[config.mk]
export PLATFORM = sky130hd
export DESIGN_NAME = keyed_table_add_find_remove_unit
export DESIGN_NICKNAME = d
export VERILOG_FILES = /design/src/rtl/ktafr_pkg.sv /design/src/rtl/keyed_table_add_find_remove_unit.sv /design/src/rtl/ktafr_store.sv
export SDC_FILE = /design/constraint.sdc
export NUM_CORES = 2
export LEC_CHECK = 0
export BUFFER_PORTS_ARGS = -buffer_cell sky130_fd_sc_hd__buf_4
export CAP_MARGIN = 30
export CORE_MARGIN = 2
export CORE_UTILIZATION = 45
export DETAILED_ROUTE_END_ITERATION = 16
export PLACE_DENSITY = 0.66
export SLEW_MARGIN = 20
export SYNTH_ARGS = -nofsm -noshare
export SYNTH_HDL_FRONTEND = slang
export SYNTH_HIERARCHICAL = 1
export SYNTH_SLANG_ARGS = --single-unit
[constraint.sdc]
create_clock -name clk_i -period 11.52 [get_ports clk_i]
set_input_delay 2.304 -clock clk_i [delete_from_list [all_inputs] [get_ports clk_i]]
set_output_delay 2.304 -clock clk_i [all_outputs]
set_load 0.1 [all_outputs]
[src/rtl/ktafr_pkg.sv]
// ----------------------------------------------------------------------------
// ktafr_pkg
// Shared types and constants for the keyed table with add, find and remove.
// ----------------------------------------------------------------------------
package ktafr_pkg;

  // Table size and the index and count widths that follow from it
  localparam int TableDepth = 64;
  localparam int IdxW       = $clog2(TableDepth);
  localparam int CntW       = $clog2(TableDepth + 1);

  // Fixed field widths
  localparam int KeyW   = 16;
  localparam int SeatW  = 16;
  localparam int SlotW  = 6;
  localparam int CountW = 7;
  localparam int TotalW = 22;
  localparam int RunW   = 23;

  typedef enum logic [1:0] {
    OP_ADD    = 2'd0,
    OP_FIND   = 2'd1,
    OP_REMOVE = 2'd2,
    OP_CLEAR  = 2'd3
  } op_e;

  typedef enum logic [1:0] {
    ST_OK      = 2'd0,
    ST_FULL    = 2'd1,
    ST_MISSING = 2'd2
  } status_e;

  typedef struct packed {
    logic [KeyW-1:0]  key;
    logic [SeatW-1:0] seats;
  } entry_t;

  // Table memory access, one write and one read port
  typedef struct packed {
    logic            we;
    logic [IdxW-1:0] waddr;
    entry_t          wdata;
    logic            re;
    logic [IdxW-1:0] raddr;
  } mem_req_t;

endpackage

[src/rtl/keyed_table_add_find_remove_unit.sv]
// Sequence: add passes through S_ADD to S_FIN, where the result is loaded; clear goes
// straight to S_FIN; find and remove walk the table one key compare per cycle through
// the single memory read port, and remove adds the S_MOVE state to move the last entry
// into the hole. A result register still held by the sink keeps the sequencer in S_FIN.
// Throughput: one transaction at a time; the next input is taken once the sequencer is
// back in idle, the cycle after the result is loaded, even while that result waits.
// ----------------------------------------------------------------------------
// keyed_table_add_find_remove_unit
// Packed key/seat table with add, find, remove (swap with last) and clear,
// run by a small sequencer around one memory and one key comparator.
// Reset: count and seat total clear at once; the memory is not cleared.
// ----------------------------------------------------------------------------
module keyed_table_add_find_remove_unit (
  input  logic                                clk_i,
  input  logic                                rst_ni,
  input  logic                                in_valid_i,
  output logic                                in_ready_o,
  input  ktafr_pkg::op_e                      op_i,
  input  logic [ktafr_pkg::KeyW-1:0]          entry_key_i,
  input  logic [ktafr_pkg::SeatW-1:0]         entry_seats_i,
  output logic                                out_valid_o,
  input  logic                                out_ready_i,
  output ktafr_pkg::status_e                  status_o,
  output logic [ktafr_pkg::SlotW-1:0]         slot_index_o,
  output logic [ktafr_pkg::SeatW-1:0]         found_seats_o,
  output logic [ktafr_pkg::CountW-1:0]        entry_count_o,
  output logic [ktafr_pkg::TotalW-1:0]        seat_total_o
);
  import ktafr_pkg::*;

  typedef enum logic [4:0] {
    S_IDLE = 5'b00001,
    S_ADD  = 5'b00010,
    S_SCAN = 5'b00100,
    S_MOVE = 5'b01000,
    S_FIN  = 5'b10000
  } state_e;

  state_e state_q, state_d;

  // Control state
  logic [CntW-1:0] count_q, count_d;
  logic [RunW-1:0] total_q, total_d;
  logic [CntW-1:0] idx_q, idx_d;
  logic            pend_q, pend_d;
  logic            out_valid_q, out_valid_d;

  // Per-transaction working registers
  op_e              op_q, op_d;
  logic [KeyW-1:0]  key_q, key_d;
  logic [SeatW-1:0] seats_q, seats_d;
  logic [IdxW-1:0]  cmp_idx_q, cmp_idx_d;
  logic [IdxW-1:0]  hit_idx_q, hit_idx_d;
  status_e          status_q, status_d;
  logic [SlotW-1:0] slot_q, slot_d;
  logic [SeatW-1:0] fseats_q, fseats_d;

  // Output registers
  logic             load_out;
  status_e          status_out_q;
  logic [SlotW-1:0] slot_out_q;
  logic [SeatW-1:0] fseats_out_q;
  logic [CountW-1:0] count_out_q;
  logic [TotalW-1:0] total_out_q;

  mem_req_t        mem_req;
  entry_t          rd_data;
  logic [CntW-1:0] last_cnt;
  logic [IdxW-1:0] last_idx;

  ktafr_store u_store (
    .clk_i   (clk_i),
    .req_i   (mem_req),
    .rdata_o (rd_data)
  );

  assign last_cnt = count_q - CntW'(1);
  assign last_idx = last_cnt[IdxW-1:0];

  always_comb begin
    state_d     = state_q;
    count_d     = count_q;
    total_d     = total_q;
    idx_d       = idx_q;
    pend_d      = pend_q;
    op_d        = op_q;
    key_d       = key_q;
    seats_d     = seats_q;
    cmp_idx_d   = cmp_idx_q;
    hit_idx_d   = hit_idx_q;
    status_d    = status_q;
    slot_d      = slot_q;
    fseats_d    = fseats_q;
    load_out    = 1'b0;
    out_valid_d = out_valid_q && !out_ready_i;
    mem_req     = '0;

    unique case (state_q)
      S_IDLE: begin
        if (in_valid_i) begin
          op_d     = op_i;
          key_d    = entry_key_i;
          seats_d  = entry_seats_i;
          status_d = ST_OK;
          slot_d   = '0;
          fseats_d = '0;
          idx_d    = '0;
          pend_d   = 1'b0;
          unique case (op_i)
            OP_ADD:               state_d = S_ADD;
            OP_FIND, OP_REMOVE:   state_d = S_SCAN;
            OP_CLEAR: begin
              count_d = '0;
              total_d = '0;
              state_d = S_FIN;
            end
            default:              state_d = S_FIN;
          endcase
        end
      end
      S_ADD: begin
        if (count_q == CntW'(TableDepth)) begin
          status_d = ST_FULL;
        end else begin
          mem_req.we    = 1'b1;
          mem_req.waddr = count_q[IdxW-1:0];
          mem_req.wdata = '{key: key_q, seats: seats_q};
          slot_d        = SlotW'(count_q);
          count_d       = count_q + CntW'(1);
          total_d       = total_q + RunW'(seats_q);
        end
        state_d = S_FIN;
      end
      S_SCAN: begin
        // read of slot idx_q issued each cycle, compared the cycle after
        pend_d = 1'b0;
        if (pend_q && (rd_data.key == key_q)) begin
          if (op_q == OP_FIND) begin
            slot_d   = SlotW'(cmp_idx_q);
            fseats_d = rd_data.seats;
            state_d  = S_FIN;
          end else begin
            hit_idx_d     = cmp_idx_q;
            total_d       = total_q - RunW'(rd_data.seats);
            mem_req.re    = 1'b1;
            mem_req.raddr = last_idx;
            count_d       = last_cnt;
            state_d       = S_MOVE;
          end
        end else if (idx_q == count_q) begin
          status_d = ST_MISSING;
          state_d  = S_FIN;
        end else begin
          mem_req.re    = 1'b1;
          mem_req.raddr = idx_q[IdxW-1:0];
          cmp_idx_d     = idx_q[IdxW-1:0];
          idx_d         = idx_q + CntW'(1);
          pend_d        = 1'b1;
        end
      end
      S_MOVE: begin
        // last entry fills the hole
        mem_req.we    = 1'b1;
        mem_req.waddr = hit_idx_q;
        mem_req.wdata = rd_data;
        state_d       = S_FIN;
      end
      S_FIN: begin
        if (!out_valid_q || out_ready_i) begin
          load_out    = 1'b1;
          out_valid_d = 1'b1;
          state_d     = S_IDLE;
        end
      end
      default: state_d = S_IDLE;
    endcase
  end

  always_ff @(posedge clk_i or negedge rst_ni) begin
    if (!rst_ni) begin
      state_q     <= S_IDLE;
      count_q     <= '0;
      total_q     <= '0;
      idx_q       <= '0;
      pend_q      <= 1'b0;
      out_valid_q <= 1'b0;
    end else begin
      state_q     <= state_d;
      count_q     <= count_d;
      total_q     <= total_d;
      idx_q       <= idx_d;
      pend_q      <= pend_d;
      out_valid_q <= out_valid_d;
    end
  end

  always_ff @(posedge clk_i) begin
    op_q      <= op_d;
    key_q     <= key_d;
    seats_q   <= seats_d;
    cmp_idx_q <= cmp_idx_d;
    hit_idx_q <= hit_idx_d;
    status_q  <= status_d;
    slot_q    <= slot_d;
    fseats_q  <= fseats_d;
    if (load_out) begin
      status_out_q <= status_q;
      slot_out_q   <= slot_q;
      fseats_out_q <= fseats_q;
      count_out_q  <= CountW'(count_q);
      total_out_q  <= total_q[TotalW-1:0];
    end
  end

  assign in_ready_o    = (state_q == S_IDLE);
  assign out_valid_o   = out_valid_q;
  assign status_o      = status_out_q;
  assign slot_index_o  = slot_out_q;
  assign found_seats_o = fseats_out_q;
  assign entry_count_o = count_out_q;
  assign seat_total_o  = total_out_q;

  // Assertions
  a_count_bound: assert property (@(posedge clk_i) disable iff (!rst_ni)
    count_q <= CntW'(TableDepth))
    else $error("entry count above table depth");

  a_out_held: assert property (@(posedge clk_i) disable iff (!rst_ni)
    out_valid_o && !out_ready_i |=> out_valid_o &&
      $stable({status_o, slot_index_o, found_seats_o, entry_count_o, seat_total_o}))
    else $error("result dropped or changed while stalled");

  a_read_below_count: assert property (@(posedge clk_i) disable iff (!rst_ni)
    (state_q == S_SCAN) && mem_req.re && (state_d == S_SCAN) |-> (idx_q < count_q))
    else $error("scan read beyond entries in use");

  a_empty_zero_total: assert property (@(posedge clk_i) disable iff (!rst_ni)
    (count_q == '0) |-> (total_q == '0))
    else $error("nonzero seat total with empty table");

  a_add_not_full: assert property (@(posedge clk_i) disable iff (!rst_ni)
    (state_q == S_ADD) && mem_req.we |=> (count_q != '0))
    else $error("add wrote but count is zero");

endmodule

[src/rtl/ktafr_store.sv]
// ----------------------------------------------------------------------------
// ktafr_store
// Entry memory: one write port, one read port with registered read data.
// ----------------------------------------------------------------------------
module ktafr_store (
  input  logic               clk_i,
  input  ktafr_pkg::mem_req_t req_i,
  output ktafr_pkg::entry_t   rdata_o
);
  import ktafr_pkg::*;

  entry_t mem_q [TableDepth];
  entry_t rdata_q;

  always_ff @(posedge clk_i) begin
    if (req_i.we) begin
      mem_q[req_i.waddr] <= req_i.wdata;
    end
    if (req_i.re) begin
      rdata_q <= mem_q[req_i.raddr];
    end
  end

  assign rdata_o = rdata_q;

endmodule

==> flow_metrics.env <==
export IMPL_dr_pass1_iters=6
export IMPL_drt_first_iter_violations=5793
export IMPL_yosysMostFrequentCell="edfxtp_1"
export IMPL_cts_resized=0
export IMPL_numCtsBuffers=219
export IMPL_die_area_um2=197000
export IMPL_rsz0062_at_grt="false"
export IMPL_cts_buffer_depth=3
export IMPL_dp_hpwl_um=124000
export IMPL_htree_levels=4
export IMPL_grtUsageTotal_pct=22.6
export IMPL_areaGrowthSynthToFinish_pct=13.5
export IMPL_ys_flop_type="edfxtp_1"
export IMPL_row_count=161
export IMPL_grt_max_degree=113
export IMPL_multiInputGateArea_um2=19400
export IMPL_die_x_um=444
export IMPL_cts_root_buf="clkbuf_16"
export IMPL_synth_edf_count=2203
export IMPL_critical_path_required_ps=12080
export IMPL_syn_inst=4022
export IMPL_ios=93
export IMPL_fin_crit_sh_pct=53.5
export IMPL_cts_tree="done"
export IMPL_first_global_vias=42900
export IMPL_fin_crit_ps=6160
export IMPL_wl_per_cell_um=32.0
export IMPL_p_int_uw=13300
export IMPL_antenna_left=0
export IMPL_cts_hold_buffers=0
export IMPL_synth_common_cells="2203 x edfxtp_1, 544 x mux4_2, 169 x nor2_1, 109 x clkbuf_1, 108 x a21oi_1"
export IMPL_wl_um=224000
export IMPL_ys_types=79
export IMPL_max_freq_ghz=0.162
export IMPL_start_kind="flop"
export IMPL_seq_area_um2=67200
export IMPL_antenna_found_initial=11
export IMPL_path_clk_slew_ps=70
export IMPL_n_fill_cell=14700
export IMPL_portBuffers=92
export IMPL_insertion_delay_ps=870
export IMPL_nets=4329
export IMPL_maxCapViolCount=0
export IMPL_synth_top_cell_area_share_pct=75.9
export IMPL_worstSetupEndpointType="flop"
export IMPL_overflow=0
export IMPL_synth_seq_cells=2246
export IMPL_finalSetupTns_ps=0
export IMPL_synthArstFlopShare_pct=1.91
export IMPL_cp_max_fo=108
export IMPL_critical_path_class="reg -> reg"
export IMPL_power_uw=17100
export IMPL_p_leak_uw=0.0298
export IMPL_ys_warn_count=6
export IMPL_slew_headroom_pct=35.4
export IMPL_hp_class="reg -> reg"
export IMPL_clockPowerShare_pct=41.3
export IMPL_final_setup_skew_ps=68.7
export IMPL_postCtsSetupRepairBufs=0
export IMPL_switching_share_pct=22.3
export IMPL_via_count=42900
export IMPL_place_congestion=0.850
export IMPL_core_area_um2=192000
export IMPL_timing_worst_slew_pin_value_ps=970
export IMPL_drc_errors=0
export IMPL_switching_power_uw=3820
export IMPL_die_h_um=444
export IMPL_cp_arrival_ps=6730
export IMPL_max_vdd_ir_drop_mv=0.158
export IMPL_syn_area_um2=87100
export IMPL_power_density_nw_per_um2=173
export IMPL_finalSetupViolations=0
export IMPL_synth_fp_nets=4090
export IMPL_combPwrFrac_pct=5.0
export IMPL_outcome="complete, no violations"
export IMPL_grt_first_pass_wirelength_um=316000
export IMPL_yosysTopAreaCell="edfxtp_1"
export IMPL_seqPwrFrac_pct=53.7
export IMPL_hold_viol=0
export IMPL_drive_gt1_share_pct=27.6
export IMPL_synth_area_leaders="edfxtp_1 76%, mux4_2 14%, dfrtp_1 1.2%"
export IMPL_finalMaxSlewViolations=0
export IMPL_synth_area_per_cell_um2=21.7
export IMPL_synth_seq_area_share_pct=77.2
export IMPL_viasPerCell=6.15
export IMPL_initial_core_util_pct=45.3
export IMPL_clkSinkCount=2246
==> cell type report <==
cell class,count,share of cell area (%)
diodes,4,0.0101
clock buffers,266,5.76
clock inverters,144,1.46
inverters,18,0.0734
multi-input cells,1542,19.6
flip-flops and latches,2246,68.0
well taps,2526,3.20
repair buffers,234,1.89
==> through the flow <==
step | instance area, um2 | worst slack, ps | hold WS (ps) | instances | utilization (%)
after global routing | 98900 | 5120 | 423 | 6977 | 51.4
after detailed placement | 91700 | 5620 | 405 | 6564 | 47.7
after floorplan | 87100 | 6230 | 400 | 4022 | -
after CTS | 98900 | 5550 | 419 | 6974 | 51.4
final | 98900 | 5360 | 418 | 6980 | 51.4
after global placement | 91700 | 5490 | 403 | 6560 | 47.6
==> final timing paths <==
path | from | slack, ps | cells after the start | endpoint
worst max-delay path | u_store/rdata_o[22] | 5360 | 12 | u_store/rdata_o[24]
worst min-delay path | slot_q[4] | 420 | 0 | slot_index_o[4]
worst max register to register | u_store/rdata_o[22] | 5360 | 12 | u_store/rdata_o[24]
worst min register to register | slot_q[4] | 420 | 0 | slot_index_o[4]
max in group asynchronous | rst_ni | 9620 | 1 | total_q[18]
min in group asynchronous | rst_ni | 1450 | 1 | total_q[4]
==> cells by family (layout without fill, tap and decap cells) <==
kind of cell	Yosys count	after routing	synth area share [%]
AOI/OAI and AO/OA	391	391	3.02
other	0	4	0
and+or+nand+nor	424	424	2.35
buffers and inverters	234	662	1.27
DFF	2246	2246	77.2
adders and majority gates	30	30	0.440
muxes	638	638	15.1
xor gates and xnor gates	59	59	0.593
==> critical path, stage by stage (launching register included) <==
cell	delay (ps)
edfxtp_1	420
xnor2_1	240
nand4_1	200
nor3_2	600
nand2_1	340
or3_1	470
a21oi_4	210
buf_4	720
buf_12	500
mux4_2	430
mux4_2	500
o22ai_1	700
nor2_1	200
==> power by group through the flow <==
stage | Clock [uW] | Sequential, uW | Combinational, uW
detailed placement | 0 | 9370 | 846
global route | 7500 | 9210 | 925
floorplan | 0 | 9360 | 552
global placement | 0 | 9370 | 834
finish | 7060 | 9200 | 856
CTS | 7170 | 9200 | 850
==> cell usage in the layout, fill, tap and decap left out, types with 26 or more instances in the layout <==
master	synthesis	layout
o22ai_1	87	86
ha_1	29	29
buf_4	24	222
dfrtp_1	42	42
xnor2_1	40	40
nor2_1	169	107
a21oi_1	108	104
nor2_4	1	63
edfxtp_1	2203	2203
and3_1	27	27
mux2i_1	93	93
nand2_1	84	83
nand3_1	26	26
o221ai_1	27	27
clkinv_1	0	55
o21ai_0	31	31
mux4_2	544	544
clkbuf_16	0	219
clkinv_2	0	43
a22o_2	0	30
clkbuf_1	109	43
==> per-layer routing <==
layer  up-vias  global-route usage [%]  wire [um]
li1      17400                       -          -
met1     22900                    30.3      85100
met2      2175                    36.9     110000
met4         0                    8.40       8610
met3       364                    4.39      20100
met5         -                       0          0
==> state kept, by name, indices dropped and copies added (netlist names), 16 cells and up <==
signal / flops
seats_q: 16
total_q: 22
fseats_q: 16
found_seats_o: 16
u_store/rdata_o: 32
key_q: 16
u_store/mem_q: 2048
seat_total_o: 22
No activity file was read; power rests on OpenSTA's default activity.
